--- config.mk ---
export PLATFORM = sky130hd
export DESIGN_NAME = fid_queue
export DESIGN_NICKNAME = d
export VERILOG_FILES = /design/src/hdl/fid_pkg.sv /design/src/hdl/fid_queue.sv
export SDC_FILE = /design/constraint.sdc
export NUM_CORES = 1
export LEC_CHECK = 0
export ABC_AREA = 1
export BUFFER_PORTS_ARGS = -buffer_cell sky130_fd_sc_hd__buf_4
export CAP_MARGIN = 30
export CORE_ASPECT_RATIO = 0.75
export CORE_MARGIN = 5
export CORE_UTILIZATION = 62
export CTS_BUF_LIST = sky130_fd_sc_hd__clkbuf_16
export DETAILED_ROUTE_END_ITERATION = 12
export PLACE_DENSITY = 0.86
export SYNTH_ARGS = -nofsm -noshare
export SYNTH_HDL_FRONTEND = slang
export SYNTH_SLANG_ARGS = --single-unit
--- constraint.sdc ---
create_clock -name clk -period 3.6 [get_ports clk]
set_input_delay 0.36 -clock clk [delete_from_list [all_inputs] [get_ports clk]]
set_output_delay 0.36 -clock clk [all_outputs]
set_load 0.02 [all_outputs]
--- src/hdl/fid_pkg.sv ---
// Shared types and constants for the frame integrator / decimator.
// No dependencies; every other file references this package by scoped names.
package fid_pkg;

	localparam int MAX_ELEMENTS = 4096;
	localparam int POS_W        = 12;
	localparam int FE_W         = 13;
	localparam int SAMPLE_W     = 32;
	localparam int ACC_W        = 48;
	localparam int IV_W         = 17;
	localparam int DUR_W        = 16;
	localparam int MAG_W        = 17;
	localparam int VAL_W        = 32;
	localparam int CFG_IDX_W    = 2;
	localparam int CFG_DATA_W   = 17;
	localparam int QUEUE_DEPTH  = 4;
	localparam int QPTR_W       = 2;
	localparam int QCNT_W       = 3;
	localparam int RC_W         = 5;   // recompute bit counter, holds DUR_W
	localparam int DIV_STAGES   = ACC_W;

	typedef enum logic [CFG_IDX_W-1:0] {
		REG_INTERVAL = 2'd0,
		REG_DURATION = 2'd1,
		REG_ELEMENTS = 2'd2
	} cfg_reg_t;

	// One classified element, front to back.
	typedef struct packed {
		logic [POS_W-1:0]    pos;
		logic [SAMPLE_W-1:0] sample;
		logic                first;
		logic                emit;
		logic                positive;
		logic [MAG_W-1:0]    mag;
		logic                last_el;
		logic                fin_frame;
	} item_t;

	typedef struct packed {
		logic full;
		logic empty;
	} q_status_t;

	typedef struct packed {
		logic [POS_W-1:0] pos;
		logic             frame_end;
		logic             capture_done;
	} meta_t;

	typedef struct packed {
		logic [ACC_W-1:0] dividend;
		logic [MAG_W-1:0] divisor;
		meta_t            meta;
	} div_in_t;

	typedef struct packed {
		logic [VAL_W-1:0] value;
		meta_t            meta;
	} res_t;

endpackage

--- src/hdl/fid_queue.sv ---
// Short FIFO between the front end and the accumulate/divide back end.
// Depends on fid_pkg.
module fid_queue (
	input  logic               clk,
	input  logic               arst_n,
	input  logic               push,
	input  fid_pkg::item_t     push_item,
	input  logic               pop,
	output fid_pkg::item_t     head,
	output fid_pkg::q_status_t status
);

	fid_pkg::item_t             mem_q [fid_pkg::QUEUE_DEPTH];
	logic [fid_pkg::QPTR_W-1:0] wp_q, rp_q;
	logic [fid_pkg::QCNT_W-1:0] cnt_q;

	assign status.full  = cnt_q == fid_pkg::QCNT_W'(fid_pkg::QUEUE_DEPTH);
	assign status.empty = cnt_q == '0;
	assign head         = mem_q[rp_q];

	always_ff @(posedge clk) begin
		if (push) begin
			mem_q[wp_q] <= push_item;
		end
	end

	always_ff @(posedge clk or negedge arst_n) begin
		if (!arst_n) begin
			wp_q  <= '0;
			rp_q  <= '0;
			cnt_q <= '0;
		end else begin
			if (push) wp_q <= wp_q + fid_pkg::QPTR_W'(1);
			if (pop)  rp_q <= rp_q + fid_pkg::QPTR_W'(1);
			cnt_q <= cnt_q + fid_pkg::QCNT_W'(push) - fid_pkg::QCNT_W'(pop);
		end
	end

endmodule

==> summary.txt, run 1 <==
Yosys
  • Post-synth top area share: 0.689
  • Synthesized flop and latch total: 271
  • Ys flop type: edfxtp_1
  • Sequential fraction of the synthesis area: 0.705
  • Ys Warns: 0
  • Post-synth top cells: nand2_1, inv_1, edfxtp_1, nand3_1, buf_2
  • Synth Cell Area: 11500 um^2
  • Post-synth net total: 1157
  • EDFF count, synth: 264
  • Count leader, synth: nand2_1
  • Gate Count Post-Synth: 1080
  • Post-synth top area cell: edfxtp_1
  • Cells taking the most area after synthesis: edfxtp_1, nand2_1, inv_1
  • Yosys cell types: 17
  • Async SR Flop Fraction: 0.0258
  • Syn avg cell area: 10.6 um^2

Timing
  • FMAX: 0.374 GHz
  • Rel. slew slack: 0.434
  • Setup_tns: 0 ns
  • Period utilisation layout: 0.742
  • Setup-failing EPs final: 0
  • Least-Margin Pin Slew: 0.849 ns
  • RSZ-0062 raised after global routing: false
  • Max Slew Vio Count: 0
  • Final-report hold violation count: 0
  • Clk_skew: 0.0227 ns
  • Final min period: 2.67 ns

Floorplanning
  • Overall die area: 21400 um^2
  • Die W: 167 um
  • Standard-cell rows: 43
  • # IOs: 138
  • Core box area: 18300 um^2
  • Starting Density: 0.627
  • Die Y: 128 um

Outcome
  • Status: complete, no violations

Route
  • Drt total wl: 23.6 mm
  • Drt wl/cell: 15.9 um
  • Final ANT Viol Nets: 0
  • Via-per-instance ratio: 5.07
  • 1st-pass router iterations: 5
  • DR iter-0 viols: 617
  • Vias: 7502
  • DR DRC count: 0

Global routing
  • Met2 Resource Use GR: 0.395
  • Antenna violations before repair: 0
  • GR Layer Usage met3: 0.0422
  • M1 GR Usage: 0.275
  • Vias in the first global route: 7450
  • First-pass GRT wire length: 37.1 mm
  • Most used routing layer: met2
  • Largest net degree at the start of global routing: 135
  • GRT Overall Usage: 0.217
  • Total grt overflow: 0

Power
  • Overall Power: 0.0117 W
  • Pwr/cell area: 858 nW/um^2
  • Leak Pwr: 6.39 nW
  • Peak supply drop: 0.614 mV

CTS
  • CTS tree: built
  • Worst-case clock buffer depth: 3
  • Clock-pin slew on the worst setup and hold paths: 0.06 ns
  • Root Buffer Master: clkbuf_16
  • Post-CTS Setup Bufs: 0
  • Clk Latency, worst-skew pair: 0.52 ns
  • TritonCTS buffer count: 26
  • Clock sink count: 271
  • CTS H-tree lvls: 1

Cells and area
  • Area Growth Syn to Fin: 18.7%
  • Share of cells above drive strength 1: 0.162
  • Reg area: 8110 um^2
  • Area of the multi-input gates: 2080 um^2
  • Nets@finish: 1289
  • Antenna Cells: 0
  • # fillers: 1165

Worst setup path
  • RR Startpoint: wp_q[0]
  • Reg2Reg Depth: 5
  • Crit Path Max Fanout: 46
  • Worst setup EP type: primary output
  • Critical Path Start Type: register
  • Slowest stage delay, CP: 0.50 ns
  • Worst r2r dst: mem_q[2][38]
  • CP max-delay cell: dfrtp_4
  • WP data required: 3.24 ns
  • CP arrival: 2.31 ns
  • R2r setup slk: 1.64 ns
  • Crit path cell chain: inv_4 -> buf_4 -> nand2_1 -> nand3_1 -> nand2_1 -> buf_4
  • Crit Path Category: reg -> out
  • Critical path buffer and inverter count: 3
  • Crit-path leading delay family: buffers and inverters

Placed design
  • Placer Congestion: 0.755
  • Post-detail-place hpwl: 13.5 mm
  • Port bufs: 137

Min path
  • Min-Delay Path Class: in -> reg
  • Endpoint, Worst Hold: mem_q[0][48]
  • Hold path start: push_item[48]
  • Hold depth: 1

Run
  • Max-cap viol count: 0
[cell type report]
cell class | instances | share of cell area
Clock buffer | 27 | 0.0495
Clock inverter | 21 | 0.0174
Inverter | 278 | 0.0767
Multi-Input combinational cell | 487 | 0.152
Sequential cell | 271 | 0.594
Tap cell | 247 | 0.0226
Timing Repair Buffer | 148 | 0.0871
[state kept, by name, summed over array words and instances (netlist names)]
register and flops:
cnt_q 3, mem_q 264, rp_q 2, wp_q 2
[worst max path at each step]
stage / startpoint / end / cells after the start
after floorplan: wp_q[0] / mem_q[2][0] / 4
after global placement: rp_q[1] / head[18] / 5
after detailed placement: rp_q[0] / head[61] / 6
after CTS: rp_q[0] / head[60] / 6
after global routing: rp_q[0] / head[60] / 6
final: rp_q[0] / head[60] / 6
[report_power, final]
group,internal (W),switching (W),total [W]
registers,0.00413,0.000153,0.00429
clock network,0.00172,0.00112,0.00285
logic,0.00153,0.00305,0.00457
[through the flow]
stage,cells,utilization,setup slack (ns),hold WS [ns],area [um^2]
6_report,1479,0.744,0.928,0.0410,13600
5_1_grt,1479,0.744,0.802,0.0241,13600
3_3_place_gp,1430,0.693,1.59,0.180,12700
4_1_cts,1479,0.744,0.912,0.0232,13600
3_5_place_dp,1430,0.693,1.55,0.180,12700
2_1_floorplan,1080,-,1.22,0.0644,11500
[timing repair]
item / in CTS / in global routing
gates resized for setup: 0 / 0
hold buffers: 1 / 0
endpoints found under the hold margin: 7 / 0
[worst reg2reg max path: stages, from the launching register on]
cell	delay (ns)
dfrtp_1	0.43
inv_1	0.11
ha_1	0.15
nand2_1	0.06
inv_2	0.49
buf_12	0.33
[routing by layer]
layer	share of wire	wire, um	vias up
met1	0.39	9290	3502
li1	-	-	3619
met4	0.021	503	0
met2	0.50	11800	332
met3	0.085	2010	49
met5	0	0	-
[cell families after synthesis]
family | Yosys count | synth area share
adder cells (fa/ha/maj) | 7 | 0.00827
XOR/XNOR | 3 | 0.00229
buffers and inverters | 322 | 0.114
AO/OA/AOI/OAI | 1 | 0.000435
AND/OR/NAND/NOR | 476 | 0.170
flip-flops | 271 | 0.705
[placed cells by master (no fill, tap or decap)]
master | Yosys | final
xor2_1 | 3 | 3
edfxtp_1 | 264 | 264
inv_1 | 277 | 272
dfrtp_2 | 0 | 1
ha_1 | 6 | 6
clkinv_1 | 0 | 3
bufinv_16 | 0 | 5
clkinv_2 | 0 | 9
dlygate4sd3_1 | 0 | 1
clkbuf_16 | 0 | 27
buf_12 | 0 | 6
buf_4 | 3 | 141
nand2_1 | 341 | 341
dfrtp_1 | 7 | 5
clkinvlp_4 | 0 | 3
nor3_1 | 1 | 1
fa_1 | 1 | 1
nor2_1 | 1 | 1
inv_2 | 1 | 5
dfrtp_4 | 0 | 1
inv_4 | 0 | 1
o21ai_0 | 1 | 1
clkinv_4 | 0 | 1
nand3_1 | 133 | 133
(Power assumes the default switching activity.)
==> run 2, diff against run 1 <==
--- a/config.mk
+++ b/config.mk
@@ -10,10 +10,10 @@
 export CAP_MARGIN = 30
 export CORE_ASPECT_RATIO = 0.75
 export CORE_MARGIN = 5
-export CORE_UTILIZATION = 62
+export CORE_UTILIZATION = 58
 export CTS_BUF_LIST = sky130_fd_sc_hd__clkbuf_16
 export DETAILED_ROUTE_END_ITERATION = 12
-export PLACE_DENSITY = 0.86
+export PLACE_DENSITY = 0.82
 export SYNTH_ARGS = -nofsm -noshare
 export SYNTH_HDL_FRONTEND = slang
 export SYNTH_SLANG_ARGS = --single-unit
==> constraint.sdc (replaced) <==
create_clock -name clk -period 2.75 [get_ports clk]
set_input_delay 0.275 -clock clk [delete_from_list [all_inputs] [get_ports clk]]
set_output_delay 0.275 -clock clk [all_outputs]
set_load 0.02 [all_outputs]
==> run 2 against run 1 <==
  * Register-to-register slack worse by 0.57 ns
  * Sequential cell count is the same
  * Sequential power rose by 31%
  * Sequential share of layout area down 2.7 points
  * Setup slack worse by 0.55 ns
  * Die area grew 6.4%
  * Non-clock buffer count up 72
  * Via count grew 1.5%
==> summary.txt, run 2 (synthesis results as in run 1) <==
Outcome
  • Status: complete, no violations

Cells and area
  • Reg with most FFs: mem_q
  • Share of cells above drive strength 1: 0.153 (-0.00973)
  • Regs by FF count: mem_q (264), cnt_q (3)
  • Nets@finish: 1361 (+5.6%)
  • # fillers: 1258 (+8.0%)
  • Commonest non-fill, non-tap cell in the layout: nand2_1
  • Cell area after layout: 14300 um^2 (+4.8%)
  • Max FFs per register: 264 (unchanged)
  • Most frequent cells in the layout: nand2_1, inv_1, edfxtp_1
  • Area Growth Syn to Fin: 24.4%

Run
  • Max-cap viol count: 0 (unchanged)

Worst setup path
  • Worst r2r dst: mem_q[2][32]
  • WP data required: 2.48 ns (-0.76 ns)
  • R2r setup slk: 1.07 ns (-0.57 ns)
  • Reg2Reg Depth: 5 (unchanged)
  • CP Launch Point: rp_q[0]
  • Worst setup EP type: primary output
  • RR Startpoint: wp_q[0]
  • Critical Path Start Type: register
  • CP arrival: 2.09 ns (-0.22 ns)
  • Crit Path Max Fanout: 30 (-35%)
  • Crit Path Category: reg -> out

Route
  • DR WL met3: 1.45 mm (-28%)
  • Via-per-instance ratio: 4.89 (-3.7%)
  • DR DRC count: 0 (unchanged)
  • DR iter-0 viols: 583 (-5.5%)
  • Final ANT Viol Nets: 0 (unchanged)
  • Drt wl/cell: 15.0 um (-5.7%)
  • Drt total wl: 23.4 mm (-0.63%)
  • Top Layer Used: met4
  • Wire length on met2: 11.6 mm (-1.5%)
  • Wl on met1: 10.1 mm (+8.3%)
  • Vias: 7614 (+1.5%)
  • 1st-pass router iterations: 5 (unchanged)

Timing
  • Max Slew Vio Count: 0 (unchanged)
  • Final min period: 2.37 ns
  • Period utilisation layout: 0.861
  • Setup_tns: 0 ns (unchanged)
  • Clk_skew: 0.00608 ns (-0.0166 ns)
  • Rel. slew slack: 0.440 (+0.00553)
  • Setup-failing EPs final: 0 (unchanged)
  • RSZ-0062 raised after global routing: false
  • Least-Margin Pin Slew: 0.840 ns (-0.00830 ns)
  • FMAX: 0.422 GHz
  • Final-report hold violation count: 0 (unchanged)

Power
  • Leak Pwr: 6.68 nW (+4.6%)
  • Peak supply drop: 1.04 mV (+69%)
  • Pwr/cell area: 1060 nW/um^2 (+24%)

Global routing
  • Vias in the first global route: 7562 (+1.5%)
  • Largest net degree at the start of global routing: 135 (unchanged)
  • Antenna violations before repair: 1 (+1)
  • First-pass GRT wire length: 38.5 mm (+3.7%)
  • Total grt overflow: 0 (unchanged)
  • GRT Overall Usage: 0.205 (-0.0120)

Floorplanning
  • Die Y: 132 um (+3.1%)
  • Overall die area: 22800 um^2 (+6.4%)
  • Standard-cell rows: 44 (+2.3%)
  • Die W: 173 um (+3.2%)
  • # IOs: 138 (unchanged)
  • Starting Density: 0.592 (-0.0351)
  • Core box area: 19400 um^2 (+5.9%)

CTS
  • Post-CTS resize count: 0 (unchanged)
  • CTS tree: built
  • Clock sink count: 271 (unchanged)
  • Clk Latency, worst-skew pair: 0.52 ns (about the same)
  • Worst-case clock buffer depth: 3 (unchanged)
  • Post-CTS Setup Bufs: 0 (unchanged)
  • Root Buffer Master: clkbuf_16
  • TritonCTS buffer count: 26 (unchanged)
  • CTS H-tree lvls: 1 (unchanged)
  • Clock-pin slew on the worst setup and hold paths: 0.06 ns (about the same)

Min path
  • Endpoint, Worst Hold: wp_q[0]
  • Hold depth: 2 (+1)
  • Hold path start: push
  • Min-Delay Path Class: in -> reg

Placed design
  • Placer Congestion: 0.732 (-3.0%)
  • Port bufs: 137 (unchanged)
  • Cell Area, Placed: 12800 um^2 (+0.35%)
  • Post-detail-place hpwl: 13.2 mm (-2.8%)
==> run 2: cell types whose count changed in the layout (fill, tap and decap cells not counted), sizes merged <==
cell	before	now
diode	0	1
dlygate4sd3	1	68
inv	278	282
bufinv	5	3
buf	147	152
clkinvlp	3	1
==> run 2: final cells by class <==
type | count | area (um^2) | area share
Sequential cell | 271 | 8110 | 0.567
Clock inverter | 21 | 178 | 0.0124
Inverter | 278 | 1050 | 0.0731
Antenna cell | 1 | 2.50 | 0.000175
Timing Repair Buffer | 220 | 1900 | 0.133
Tap cell | 253 | 317 | 0.0221
Clock buffer | 27 | 676 | 0.0472
Multi-Input combinational cell | 487 | 2080 | 0.145
==> run 2: worst max-delay path: stages (launching register included) <==
cell,delay (ns)
dfrtp_4,0.50
inv_4,0.23
buf_4,0.38
nand2_1,0.13
nand3_1,0.10
nand2_1,0.06
buf_4,0.16
==> run 2: power breakdown <==
part	switching, W	leakage [nW]	internal (W)
clock network	0.00145	0.434	0.00206
logic	0.00399	3.75	0.00210
registers	0.000189	2.51	0.00541
total	0.00562	6.68	0.00957
==> run 2: worst max-delay path by stage <==
stage	end	slack, ns	cells after the start
floorplan	mem_q[2][0]	0.37	4
global placement	head[10]	0.96	6
detailed placement	head[8]	0.94	6
CTS	head[10]	0.37	6
global route	head[14]	0.25	6
finish	head[9]	0.38	6
==> run 2: what timing repair did <==
action / 4_1_cts / 5_1_grt
setup endpoints to repair: 0 / 0
endpoints found under the hold margin: 272 / 0
hold buffers: 68 / 0
==> run 2: routing by layer <==
| metal | track usage | vias up |
|---|---|---|
| li1 | - | 3769 |
| met1 | 0.279 | 3582 |
| met2 | 0.353 | 235 |
| met3 | 0.0404 | 28 |
| met4 | 0.0361 | 0 |
| met5 | 0 | - |
==> run 2: per-stage QoR <==
step | total power [W] | utilization | worst slack [ns] | hold slack [ns] | std cells
2_1_floorplan | 0.00950 | - | 0.369 | -0.0206 | 1080
3_3_place_gp | 0.0116 | 0.657 | 0.960 | 0.0970 | 1441
3_5_place_dp | 0.0117 | 0.657 | 0.936 | 0.100 | 1441
4_1_cts | 0.0153 | 0.736 | 0.374 | 0.00128 | 1557
5_1_grt | 0.0161 | 0.736 | 0.246 | 0.0187 | 1558
6_report | 0.0152 | 0.736 | 0.383 | 0.0199 | 1558
