`config.mk`:
```
export PLATFORM = sky130hd
export DESIGN_NAME = fid_front
export DESIGN_NICKNAME = d
export VERILOG_FILES = /design/src/hdl/fid_pkg.sv /design/src/hdl/fid_front.sv
export SDC_FILE = /design/constraint.sdc
export NUM_CORES = 1
export LEC_CHECK = 0
export ABC_CLOCK_PERIOD_IN_PS = 5500
export BUFFER_PORTS_ARGS = -buffer_cell sky130_fd_sc_hd__clkbuf_2
export CAP_MARGIN = 15
export CORE_ASPECT_RATIO = 1.25
export CORE_MARGIN = 2
export CORE_UTILIZATION = 53
export DETAILED_ROUTE_END_ITERATION = 7
export PLACE_DENSITY = 0.78
export SETUP_SLACK_MARGIN = 0.4
export SYNTH_ARGS = -nofsm -noshare
export SYNTH_HDL_FRONTEND = slang
export SYNTH_SLANG_ARGS = --single-unit
```
`constraint.sdc`:
```
create_clock -name clk -period 5.5 [get_ports clk]
set_input_delay 1.375 -clock clk [delete_from_list [all_inputs] [get_ports clk]]
set_output_delay 1.375 -clock clk [all_outputs]
set_load 0.005 [all_outputs]
```
`src/hdl/fid_pkg.sv`:
```
// Shared types and constants for the frame integrator / decimator.
// No dependencies; every other file references this package by scoped names.
package fid_pkg;

	localparam int MAX_ELEMENTS = 4096;
	localparam int POS_W        = 12;
	localparam int FE_W         = 13;
	localparam int SAMPLE_W     = 32;
	localparam int ACC_W        = 48;
	localparam int IV_W         = 17;
	localparam int DUR_W        = 16;
	localparam int MAG_W        = 17;
	localparam int VAL_W        = 32;
	localparam int CFG_IDX_W    = 2;
	localparam int CFG_DATA_W   = 17;
	localparam int QUEUE_DEPTH  = 4;
	localparam int QPTR_W       = 2;
	localparam int QCNT_W       = 3;
	localparam int RC_W         = 5;   // recompute bit counter, holds DUR_W
	localparam int DIV_STAGES   = ACC_W;

	typedef enum logic [CFG_IDX_W-1:0] {
		REG_INTERVAL = 2'd0,
		REG_DURATION = 2'd1,
		REG_ELEMENTS = 2'd2
	} cfg_reg_t;

	// One classified element, front to back.
	typedef struct packed {
		logic [POS_W-1:0]    pos;
		logic [SAMPLE_W-1:0] sample;
		logic                first;
		logic                emit;
		logic                positive;
		logic [MAG_W-1:0]    mag;
		logic                last_el;
		logic                fin_frame;
	} item_t;

	typedef struct packed {
		logic full;
		logic empty;
	} q_status_t;

	typedef struct packed {
		logic [POS_W-1:0] pos;
		logic             frame_end;
		logic             capture_done;
	} meta_t;

	typedef struct packed {
		logic [ACC_W-1:0] dividend;
		logic [MAG_W-1:0] divisor;
		meta_t            meta;
	} div_in_t;

	typedef struct packed {
		logic [VAL_W-1:0] value;
		meta_t            meta;
	} res_t;

endpackage

```
`src/hdl/fid_front.sv`:
```
// Front end: config registers, element/frame counters and per-element classification.
// Depends on fid_pkg.
module fid_front (
	input  logic                          clk,
	input  logic                          arst_n,
	input  logic                          cfg_valid,
	output logic                          cfg_ready,
	input  logic [fid_pkg::CFG_IDX_W-1:0]  cfg_index,
	input  logic [fid_pkg::CFG_DATA_W-1:0] cfg_data,
	input  logic                          sample_valid,
	output logic                          sample_stall,
	input  logic [fid_pkg::SAMPLE_W-1:0]   sample,
	input  logic                          q_full,
	output logic                          push,
	output fid_pkg::item_t                push_item
);

	logic [fid_pkg::IV_W-1:0]  iv_q;
	logic [fid_pkg::DUR_W-1:0] dur_q;
	logic [fid_pkg::FE_W-1:0]  fe_q;
	logic [fid_pkg::POS_W-1:0] pos_q;
	logic [fid_pkg::DUR_W-1:0] fs_q;
	logic [fid_pkg::MAG_W-1:0] rem_q;   // frames_seen mod magnitude
	logic [fid_pkg::RC_W-1:0]  rc_q;

	logic [fid_pkg::FE_W-1:0]  fe_eff;
	logic [fid_pkg::MAG_W-1:0] mag_raw, mag;
	logic                      positive, emit, last_el, fin;
	logic [fid_pkg::MAG_W-1:0] cur;
	logic                      busy, cfg_wr, mag_wr;
	logic [3:0]                bi;
	logic [fid_pkg::MAG_W:0]   t;

	always_comb begin
		fe_eff = (fe_q > fid_pkg::FE_W'(fid_pkg::MAX_ELEMENTS)) ?
			fid_pkg::FE_W'(fid_pkg::MAX_ELEMENTS) : fe_q;
		if (iv_q == '0) begin
			positive = 1'b1;
			mag_raw  = {1'b0, dur_q};
		end else if (iv_q[fid_pkg::IV_W-1]) begin
			positive = 1'b0;
			mag_raw  = fid_pkg::MAG_W'(18'h20000 - {1'b0, iv_q});
		end else begin
			positive = 1'b1;
			mag_raw  = iv_q;
		end
		mag     = (mag_raw == '0) ? fid_pkg::MAG_W'(1) : mag_raw;
		cur     = {1'b0, fs_q} + fid_pkg::MAG_W'(1);
		emit    = ({1'b0, rem_q} + 18'd1) == {1'b0, mag};
		last_el = ({1'b0, pos_q} + fid_pkg::FE_W'(1)) >= fe_eff;
		fin     = cur >= {1'b0, dur_q};
		bi      = 4'(rc_q - fid_pkg::RC_W'(1));
		t       = {rem_q, fs_q[bi]};
	end

	assign busy         = rc_q != '0;
	assign cfg_ready    = 1'b1;
	assign cfg_wr       = cfg_valid && cfg_ready;
	assign mag_wr       = cfg_wr && (cfg_index == fid_pkg::REG_INTERVAL ||
		cfg_index == fid_pkg::REG_DURATION);
	// a register write takes the counters this cycle, so no word is taken with it
	assign sample_stall = q_full || busy || cfg_wr;
	assign push         = sample_valid && !sample_stall;

	always_comb begin
		push_item.pos       = pos_q;
		push_item.sample    = sample;
		push_item.first     = fs_q == '0;
		push_item.emit      = emit;
		push_item.positive  = positive;
		push_item.mag       = mag;
		push_item.last_el   = last_el;
		push_item.fin_frame = fin;
	end

	always_ff @(posedge clk or negedge arst_n) begin
		if (!arst_n) begin
			iv_q  <= fid_pkg::IV_W'(1);
			dur_q <= fid_pkg::DUR_W'(1);
			fe_q  <= fid_pkg::FE_W'(512);
			pos_q <= '0;
			fs_q  <= '0;
			rem_q <= '0;
			rc_q  <= '0;
		end else begin
			if (cfg_wr) begin
				case (cfg_index)
					fid_pkg::REG_INTERVAL: iv_q  <= cfg_data[fid_pkg::IV_W-1:0];
					fid_pkg::REG_DURATION: dur_q <= cfg_data[fid_pkg::DUR_W-1:0];
					fid_pkg::REG_ELEMENTS: fe_q  <= cfg_data[fid_pkg::FE_W-1:0];
					default: ;
				endcase
			end
			if (mag_wr) begin
				// rebuild frames_seen mod magnitude, one bit per cycle
				rc_q  <= fid_pkg::RC_W'(fid_pkg::DUR_W);
				rem_q <= '0;
			end else if (busy) begin
				rc_q  <= rc_q - fid_pkg::RC_W'(1);
				rem_q <= (t >= {1'b0, mag}) ? fid_pkg::MAG_W'(t - {1'b0, mag}) :
					t[fid_pkg::MAG_W-1:0];
			end else if (push) begin
				if (last_el) begin
					pos_q <= '0;
					if (fin) begin
						fs_q  <= '0;
						rem_q <= '0;
					end else begin
						fs_q  <= cur[fid_pkg::DUR_W-1:0];
						rem_q <= emit ? '0 : rem_q + fid_pkg::MAG_W'(1);
					end
				end else begin
					pos_q <= pos_q + fid_pkg::POS_W'(1);
				end
			end
		end
	end

endmodule

```
==> results.tsv, run 1 <==
stage	metric	value	unit
layout	stdcell_count	1220	
yosys	synth_edf_count	0	
layout	fill_cells	1347	
worst_setup_path	arrival	5.47	ns
yosys	syn_inst	956	
grt	grtUsageTotal	27.6	%
hold_path	min_to	rc_q[4]	
detailed_routing	drtPass1Iterations	5	
cts	cts_root_buf	clkbuf_16	
cts	clockBufferDepth	2	
placed_design	dp_hpwl	16400	um
placed_design	io_buffers	59	
yosys	syn_avg_cell_area	8.65	sq um
floorplan	start_util	53.6	%
worst_setup_path	reg2regPathDepth	23	
pwr	p_leak	4.32	nW
detailed_routing	drt_iter0_markers	762	
yosys	ys_ff_latch	96	
hold_path	hold_depth	2	
timing	relSlewSlack	35.0	%
yosys	synthArstFlopShare	100	%
yosys	muxShareOfSynthArea	8.30	%
cts	htreeDepth	3	
status	status	finished clean	
yosys	ys.flop_type	dfrtp_1	
timing	finalCritPeriodShare	94.5	%
yosys	yosysSeqAreaShare	29.1	%
placed_design	dp_cells	1176	
grt	overflow	0	
yosys	synthAdderAreaFrac	8.11	%
yosys	synthesis.nets	1065	
layout	diodes	0	
detailed_routing	detail_route.wl_per_cell	18.4	um
placed_design	gp_congestion	0.992	
worst_setup_path	end_kind	flop	
worst_setup_path	crit_type	flop to flop	
yosys	synth_xor_area_share	7.68	%
layout	area_growth	13.0	%
layout	final_cell_mix	87 x dfrtp_1, 84 x nand2_1, 64 x nor2_1	
floorplan	die_y	144	um
floorplan	ioPinCount	125	
timing	timing.setup.tns	0	ns
floorplan	die_w	116	um
hold_path	hp-start	rc_q[4]	
cts	cts_tree	done	
worst_setup_path	cp-start-kind	flop	
detailed_routing	vias	7432	
hold_path	min_path_type	flop to flop	
yosys	yosys.area_share.simple	21.2	%
yosys	synthDominantCellAreaShare	28.1	%
worst_setup_path	cp.required	5.77	ns
timing	min_period	5.20	ns
grt	grt_max_degree	64	
floorplan	coreArea	15400	sq um
floorplan	num_rows	51	
cts	ctsHoldBuffers	0	
detailed_routing	ant_nets	0	
grt	antenna_found_initial	0	
worst_setup_path	rrSetupSlack	0.30	ns
cts	cts_sinks	96	
timing	finalSetupViolations	0	
layout	fin_nets	1112	
timing	drv_slew	0	
detailed_routing	remaining_drc_errors	0	
worst_setup_path	critPathMaxFanout	7	
worst_setup_path	reg2reg_to	rem_q[0]	
detailed_routing	viasPerCell	6.09	
cts	clk_pin_slew	0.08	ns
cts	numCtsBuffers	9	
job	drv_cap	0	
grt	grt_pass1_vias	7026	
worst_setup_path	worstReg2RegStart	iv_q[0]	
detailed_routing	wl	22500	um
floorplan	die_area	16600	sq um
yosys	ys_warn_count	0	
timing	rsz0062_at_grt	yes	
layout	drive_gt1_share	26.0	%
yosys	synth_top_cell_by_area	dfrtp_1	
yosys	synth_area_leaders	dfrtp_1 28%, ha_1 7.9%, mux2_2 6.1%	
yosys	synthDistinctLibCells	86	
grt	grt_pass1_wl	36200	um
cts	insertion_delay	0.36	ns
timing	fin_skew	0.0139	ns
yosys	synth_compound_area_share	16.9	%
yosys	synth_top_family_by_area	simple AND/OR/NAND/NOR gates	
timing	fmax	0.192	GHz
pwr	power_density	438	nW/um^2
timing	worst_slew_pin_slew	0.974	ns
timing	hold_violations	0	
yosys	syn_area	8270	sq um
pwr	ir_drop	196	uV
layout	layout_commonest_cell	dfrtp_1	
[where the power goes]
| group | switching, W | leakage (nW) | internal, W |
|---|---|---|---|
| registers | 0.000248 | 1.19 | 0.000862 |
| clock network | 0.000295 | 0.139 | 0.000355 |
| logic | 0.00121 | 2.99 | 0.00112 |
| total | 0.00175 | 4.32 | 0.00234 |
[cells by family (layout without fill, tap and decap cells)]
family | Yosys count | count (layout)
mux | 58 | 58
fa+ha+maj | 53 | 53
buf+inv | 140 | 192
simple gates | 333 | 333
other cells | 1 | 1
compound gates | 204 | 204
xor+xnor | 71 | 71
flops | 96 | 96
[worst max-delay path: stages (launching register included)]
cell and delay, ns:
dfstp_2 0.56, inv_4 0.04, ha_4 0.14, nor3b_4 0.14, and4_4 0.19, and2_4 0.18
a2111o_1 0.42, or4_4 0.54, nor2_4 0.12, nand3_2 0.09, nand2_4 0.10, ha_4 0.13
inv_2 0.04, fa_2 0.35, a21oi_2 0.16, o211ai_1 0.15, o41a_1 0.43, o21ai_1 0.15
nand3_1 0.14, a31oi_4 0.31, buf_6 0.16, buf_16 0.11, mux2_2 0.34, o221ai_2 0.12
[stage by stage]
stage	utilization (%)	area, sq um	hold WS, ns	total power [W]	worst slack, ns
CTS	58.6	9040	0.500	0.00395	0.403
floorplan	-	8340	0.461	0.00268	0.270
finish	60.5	9350	0.496	0.00409	0.301
detailed placement	56.0	8640	0.483	0.00321	0.0284
global placement	56.0	8640	0.483	0.00317	0.147
global route	60.5	9350	0.528	0.00437	0.138
[state kept, by name, indices dropped and copies added, names as in the netlist]
signal,count
dur_q,16
fe_q,13
fs_q,16
iv_q,17
pos_q,12
rc_q,5
rem_q,17
[Yosys cell counts (6+ instances only)]
| cell | number |
|---|---|
| a211o_1 | 14 |
| a211oi_1 | 6 |
| a21o_1 | 10 |
| a21oi_1 | 31 |
| a31oi_1 | 11 |
| and2_1 | 10 |
| and3_1 | 20 |
| and4_1 | 10 |
| buf_2 | 8 |
| buf_4 | 38 |
| clkbuf_1 | 33 |
| dfrtp_1 | 93 |
| ha_1 | 52 |
| inv_1 | 52 |
| mux2_2 | 45 |
| mux2i_1 | 9 |
| nand2_1 | 86 |
| nand2b_1 | 8 |
| nand3_1 | 32 |
| nand4_1 | 18 |
| nor2_1 | 67 |
| nor2b_1 | 16 |
| nor3_1 | 23 |
| o21a_1 | 8 |
| o21ai_0 | 56 |
| o21ai_1 | 7 |
| o31ai_1 | 9 |
| or2_2 | 6 |
| xnor2_1 | 38 |
| xor2_1 | 32 |
[routing by layer]
metal / wire length [um] / vias to the layer above / global-route usage (%)
met5: 0 / - / 0
li1: - / 3477 / -
met3: 1140 / 60 / 3.37
met1: 9160 / 3613 / 35.0
met4: 678 / 0 / 12.0
met2: 11500 / 282 / 47.0
[final cells by class]
type	instances	area, sq um	area share [%]
sequential	96	2410	25.8
clock inverter	6	67.6	0.723
inverter	54	209	2.24
multi-input combinational	720	5350	57.3
clock buffer	10	229	2.45
tap	212	265	2.84
timing repair buffer	122	811	8.67
[worst max-delay path by stage]
stage | from | to | slack, ns | cells after the start
floorplan | iv_q[0] | rem_q[1] | 0.27 | 26
global placement | iv_q[5] | rem_q[1] | 0.15 | 21
detailed placement | iv_q[5] | rem_q[1] | 0.03 | 21
CTS | iv_q[3] | rem_q[0] | 0.40 | 22
global route | iv_q[0] | rem_q[12] | 0.14 | 24
finish | iv_q[0] | rem_q[0] | 0.30 | 23
[timing repair]
action / 4_1_cts / 5_1_grt
setup endpoints to repair: 19 / 20
buffers inserted: 6 / 21
cloned: 1 / 0
pin swaps: 6 / 21
resized for setup: 11 / 38
Note: power is estimated with default switching activity, not from simulation.
==> run 2, diff against run 1 <==
--- a/config.mk
+++ b/config.mk
@@ -13,7 +13,9 @@
 export CORE_UTILIZATION = 53
 export DETAILED_ROUTE_END_ITERATION = 7
 export PLACE_DENSITY = 0.78
+export RECOVER_POWER = 100
 export SETUP_SLACK_MARGIN = 0.4
 export SYNTH_ARGS = -nofsm -noshare
 export SYNTH_HDL_FRONTEND = slang
 export SYNTH_SLANG_ARGS = --single-unit
+export TNS_END_PERCENT = 1
==> constraint.sdc (replaced) <==
create_clock -name clk -period 5.5 [get_ports clk]
set_input_delay 1.375 -clock clk [delete_from_list [all_inputs] [get_ports clk]]
set_output_delay 1.375 -clock clk [all_outputs]
set_load 0.1 [all_outputs]
==> results.tsv, run 2 (synthesis results as in run 1) <==
stage	metric	value	unit
status	status	finished, violations left	
status	failed_checks	capacitance limit, slew limit	
detailed_routing	drt_iter0_markers	716	
worst_setup_path	worst_path_max_delay_cell	or4_4	
detailed_routing	ant_nets	0	
cts	cts_root_buf	clkbuf_16	
grt	grtUsageTotal	27.2	%
pwr	ir_drop	314	uV
worst_setup_path	cp.required	5.75	ns
layout	largestRegisters	iv_q x17, rem_q x17	
timing	fmax	0.193	GHz
timing	relSlewSlack	-102	%
floorplan	die_area	16600	sq um
layout	regArea	2410	sq um
timing	fin_skew	0.0173	ns
pwr	switching_power	0.00209	W
placed_design	gp_congestion	0.948	
worst_setup_path	arrival	5.43	ns
timing	timing.setup.tns	0	ns
cts	cts_tree	done	
pwr	pwr-share-seq	25.2	%
worst_setup_path	cp_common_cell	buf_12	
worst_setup_path	cp_cell_sequence	nor4_4 -> buf_12 -> a41oi_1 -> xnor2_1 -> o221ai_1 -> or4_4 -> nor2_4 -> nand3_4 -> nand2_8 -> ha_4 -> inv_1 -> fa_2 -> a21oi_2 -> o211ai_1 -> o41a_1 -> o21ai_2 -> nand3_2 -> a31oi_1 -> buf_12 -> buf_12 -> mux2i_1 -> nor2_1 -> a221o_1	
cts	ctsHoldBuffers	0	
layout	diodes	0	
detailed_routing	viasPerCell	6.07	
worst_setup_path	cp-startpoint	iv_q[4]	
layout	fin_nets	1088	
detailed_routing	drtPass1Iterations	5	
worst_setup_path	worstReg2RegStart	iv_q[4]	
timing	finalWorstSetupSlack	0.321	ns
layout	area_growth	10.5	%
layout	final_core_util	59.2	%
cts	insertion_delay	0.36	ns
detailed_routing	wl	22400	um
placed_design	io_buffers	59	
layout	fill_cells	1425	
worst_setup_path	cp-start-kind	flop	
cts	clockBufferDepth	2	
placed_design	dp_hpwl	16900	um
job	drv_cap	1	
layout	drive_gt1_share	18.8	%
pwr	p_total	0.00439	W
cts	htreeDepth	3	
worst_setup_path	max_stage_delay	0.59	ns
layout	multi_input_area	5320	sq um
timing	worst_slew_pin_slew	3.04	ns
hold_path	hold_depth	1	
grt	grt_pass1_wl	35600	um
detailed_routing	remaining_drc_errors	0	
worst_setup_path	reg2regPathDepth	23	
pwr	power_frac_clock	14.8	%
pwr	power_density	480	nW/um^2
cts	cts_sinks	96	
hold_path	min_path_type	flop to flop	
floorplan	ioPinCount	125	
timing	min_period	5.18	ns
timing	drv_slew	56	
cts	numCtsBuffers	9	
floorplan	coreArea	15400	sq um
worst_setup_path	crit_type	flop to flop	
worst_setup_path	end_kind	flop	
layout	final_cell_mix	87 x dfrtp_1, 84 x nand2_1, 65 x nor2_1	
timing	hold_violations	0	
timing	finalCritPeriodShare	94.2	%
detailed_routing	detail_route.wl_per_cell	18.7	um
grt	antenna_found_initial	0	
timing	rsz0062_at_grt	yes	
grt	grt_pass1_vias	7025	
pwr	comb_power_share	59.9	%
cts	clk_pin_slew	0.08	ns
floorplan	die_w	116	um
pwr	p_sw_share	47.7	%
layout	layout_commonest_cell	dfrtp_1	
grt	overflow	0	
floorplan	die_y	144	um
floorplan	num_rows	51	
pwr	p_leak	4.08	nW
detailed_routing	vias	7259	
timing	finalSetupViolations	0	
grt	grt_max_degree	56	
worst_setup_path	critPathMaxFanout	20	
floorplan	start_util	53.6	%
pwr	p_int	0.00230	W
hold_path	hp-start	fe_q[0]	
placed_design	pre_cts_ws	0.242	ns
==> run 2: critical path, delay by kind of cell (launching register included) <==
family,cells,cell delay (ns)
simple gates,7,1.37
mux,1,0.20
fa+ha+maj,2,0.48
xor+xnor,1,0.34
compound gates,8,1.76
buf+inv,4,0.51
flops,1,0.41
==> run 2: stage by stage <==
stage	instances	hold WS, ns	area, sq um
global route	1196	0.527	9140
global placement	1171	0.480	8680
finish	1196	0.505	9140
floorplan	956	0.461	8370
CTS	1191	0.507	9070
detailed placement	1171	0.491	8680
==> run 2: worst paths after layout <==
path                       slack, ns  endpoint
hold / removal                  0.50   fe_q[0]
max in group asynchronous       1.17   iv_q[5]
hold reg to reg                 0.50   fe_q[0]
setup reg to reg                0.32  rem_q[1]
min in group asynchronous       2.02   rc_q[0]
setup / recovery                0.32  rem_q[1]
==> run 2: power groups by stage <==
stage | Combinational (W) | Sequential (W) | Clock (W)
3_5_place_dp | 0.00246 | 0.00111 | 0
5_1_grt | 0.00285 | 0.00113 | 0.000687
3_3_place_gp | 0.00242 | 0.00110 | 0
6_report | 0.00263 | 0.00111 | 0.000651
2_1_floorplan | 0.00209 | 0.00103 | 0
4_1_cts | 0.00254 | 0.00110 | 0.000655
==> run 2: timing repair <==
action	in CTS	in global routing
resized for setup	12	25
pin swaps	1	9
endpoints found under the setup margin	20	20
gates cloned	1	1
buffers inserted	3	4
==> run 2: final cells by class <==
class | count | area share [%]
inverter | 54 | 2.22
tap | 212 | 2.90
clock inverter | 6 | 0.753
multi-input combinational | 720 | 58.2
clock buffer | 10 | 2.51
sequential | 96 | 26.4
timing repair buffer | 98 | 6.97
==> run 2: per-layer routing <==
metal	track usage (%)	up-vias	share of wire, %
met4	12.9	0	4.8
met5	0	-	0
li1	-	3434	-
met1	32.7	3484	40
met3	4.34	76	5.1
met2	47.1	265	50
==> run 3, diff against run 2 <==
--- a/config.mk
+++ b/config.mk
@@ -5,6 +5,7 @@
 export SDC_FILE = /design/constraint.sdc
 export NUM_CORES = 1
 export LEC_CHECK = 0
+export ABC_AREA = 1
 export ABC_CLOCK_PERIOD_IN_PS = 5500
 export BUFFER_PORTS_ARGS = -buffer_cell sky130_fd_sc_hd__clkbuf_2
 export CAP_MARGIN = 15
==> results.tsv, run 3 <==
stage	metric	value	unit
worst_setup_path	rrSetupSlack	0.99	ns
placed_design	dpl_cell_area	8480	sq um
cts	clk_pin_slew	0.07	ns
grt	grt_util_met3	3.88	%
job	drv_cap	1	
detailed_routing	remaining_drc_errors	0	
grt	grt_util_met2	46.6	%
grt	grtUsageTotal	27.5	%
timing	finalSetupViolations	0	
worst_setup_path	reg2reg_to	rem_q[9]	
hold_path	min_to	dur_q[10]	
pwr	power_density	586	nW/um^2
grt	grtUsageMet1	34.0	%
yosys	synth_top_family_by_area	simple AND/OR/NAND/NOR gates	
grt	grt_pass1_wl	35700	um
yosys	syn_avg_cell_area	6.67	sq um
cts	clockBufferDepth	2	
yosys	ys_ff_latch	96	
grt	antenna_found_initial	0	
yosys	syn_inst	1239	
yosys	synth_compound_area_share	13.3	%
floorplan	ioPinCount	125	
yosys	synthDistinctLibCells	53	
cts	cts_root_buf	clkbuf_16	
yosys	synthesis.nets	1348	
worst_setup_path	crit_type	flop to output pin	
layout	final_cell_mix	340 x nand2_1, 182 x inv_1, 95 x nor2_1	
floorplan	num_rows	51	
layout	area_growth	5.85	%
layout	fin_nets	1360	
timing	hold_violations	0	
timing	fin_skew	0.0120	ns
pwr	ir_drop	387	uV
detailed_routing	drt_iter0_markers	683	
grt	grt_max_degree	60	
cts	ctsHoldBuffers	0	
layout	layout_commonest_cell	nand2_1	
grt	overflow	0	
floorplan	coreArea	15400	sq um
yosys	synthDominantCellAreaShare	28.2	%
hold_path	min_path_type	flop to flop	
timing	finalWorstSetupSlack	0.429	ns
yosys	synth_common_cells	341 x nand2_1, 182 x inv_1, 97 x nor2_1, 93 x dfrtp_1, 93 x o21ai_0	
layout	diodes	0	
worst_setup_path	cp.required	4.12	ns
cts	cts_sinks	96	
pwr	p_leak	4.51	nW
layout	drive_gt1_share	7.48	%
worst_setup_path	cp-start-kind	flop	
detailed_routing	viasPerCell	5.46	
yosys	yosysMostFrequentCell	nand2_1	
detailed_routing	vias	8018	
worst_setup_path	reg2regPathDepth	18	
floorplan	die_y	144	um
placed_design	pre_cts_ws	0.646	ns
yosys	ys.flop_type	dfrtp_1	
worst_setup_path	end_kind	output pin	
worst_setup_path	critPathMaxFanout	4	
timing	finalCritPeriodShare	92.2	%
timing	fmax	0.197	GHz
worst_setup_path	arrival	3.70	ns
yosys	yosys.area_share.simple	30.2	%
yosys	synthArstFlopShare	100	%
floorplan	start_util	53.5	%
yosys	ys_warn_count	0	
timing	drv_slew	60	
layout	design_area	8740	sq um
yosys	synth_xor_area_share	5.62	%
detailed_routing	ant_nets	0	
detailed_routing	detail_route.wl_per_cell	15.0	um
cts	htreeDepth	3	
status	status	finished, violations left	
hold_path	hp-start	dur_q[10]	
status	failed_checks	capacitance limit, slew limit	
yosys	synth_edf_count	0	
layout	largestRegisters	iv_q x17, rem_q x17	
pwr	p_total	0.00512	W
yosys	syn_area	8260	sq um
cts	numCtsBuffers	9	
yosys	synth_area_leaders	dfrtp_1 28%, nand2_1 15%, inv_1 8.3%	
placed_design	gp_congestion	1.01	
cts	cts_tree	done	
grt	grt_pass1_vias	7373	
cts	insertion_delay	0.36	ns
hold_path	hold_depth	2	
layout	stdcell_count	1468	
yosys	yosysSeqAreaShare	29.1	%
yosys	muxShareOfSynthArea	0	%
floorplan	die_w	116	um
yosys	synth_top_cell_by_area	dfrtp_1	
detailed_routing	drtPass1Iterations	6	
timing	timing.setup.tns	0	ns
yosys	synthAdderAreaFrac	8.12	%
timing	worst_slew_pin_slew	3.37	ns
placed_design	dp_cells	1451	
placed_design	io_buffers	59	
timing	relSlewSlack	-125	%
detailed_routing	wl	22000	um
timing	rsz0062_at_grt	yes	
grt	grt.busiest_layer	met2	
floorplan	die_area	16600	sq um
worst_setup_path	worstReg2RegStart	pos_q[0]	
timing	min_period	5.07	ns
placed_design	dp_hpwl	17000	um
## run 3: cell types whose count changed in the layout (fill, tap and decap cells not counted), moves of 12 or more
cell | before | now
a211o_1 | 14 | 0
a21oi_1 | 28 | 67
and3_1 | 17 | 1
buf_4 | 31 | 5
inv_1 | 52 | 182
mux2_2 | 44 | 0
nand2_1 | 84 | 340
nand2_2 | 1 | 13
nand3_1 | 29 | 54
nor2_1 | 65 | 95
nor2b_1 | 15 | 0
o21ai_0 | 53 | 92
o22ai_1 | 1 | 18
xnor2_1 | 38 | 13
## run 3: kinds of logic after synthesis
logic type	after synthesis
buf+inv	255
xor+xnor	53
compound gates	201
simple gates	580
fa+ha+maj	53
flops	96
other cells	1
## run 3: report_power, final
| part | switching (W) | internal, W |
|---|---|---|
| sequential | 0.000278 | 0.000905 |
| clock | 0.000304 | 0.000315 |
| combinational | 0.00227 | 0.00105 |
| total | 0.00286 | 0.00227 |
## run 3: final cells by class
| cell class | count | area, sq um |
|---|---|---|
| Fill cell | 1544 | 6700 |
| Multi-Input combinational cell | 888 | 4760 |
| Sequential cell | 96 | 2410 |
| Inverter | 190 | 714 |
| Timing Repair Buffer | 66 | 312 |
| Tap cell | 212 | 265 |
| Clock buffer | 10 | 229 |
| Clock inverter | 6 | 51.3 |
## run 3: through the flow
stage / hold slack [ns] / utilization, %
2_1_floorplan: 0.443 / -
3_3_place_gp: 0.467 / 54.9
3_5_place_dp: 0.474 / 54.9
4_1_cts: 0.494 / 56.8
5_1_grt: 0.520 / 56.6
6_report: 0.488 / 56.6
## run 3: timing repair
action                                  in CTS  in global routing
gates cloned                                 0                  0
pin swaps                                    0                  1
setup buffers                                0                  1
resized for setup                            2                  6
endpoints found under the setup margin       1                  3
## run 3: worst max path at each step
stage / slack, ns / start / end
finish: 0.43 / fs_q[0] / push_item[0]
CTS: 0.40 / fs_q[0] / push_item[0]
floorplan: 0.46 / fs_q[0] / push_item[21]
global route: 0.14 / fs_q[0] / push_item[0]
global placement: 0.84 / fs_q[0] / push_item[0]
detailed placement: 0.65 / fs_q[0] / push_item[0]
## run 3: routing by layer
layer,share of wire (%),vias to the layer above
met1,42,3724
met3,5.4,65
met2,48,250
li1,-,3979
met4,4.3,0
met5,0,-
## run 3: critical path, stage by stage, from the launching register on
cell	delay, ns
dfrtp_1	0.41
inv_1	0.10
nor3_1	0.29
nand3_1	0.19
nor3_2	0.23
inv_1	0.07
nor3_2	0.16
inv_1	0.10
nor3_1	0.17
nand3_1	0.11
xor2_1	0.17
inv_1	0.06
ha_1	0.29
nand2_1	0.06
inv_1	0.04
nand3_1	0.09
nor2_1	0.07
a211oi_1	0.19
and2_1	0.21
nand2_2	0.13
buf_12	0.19
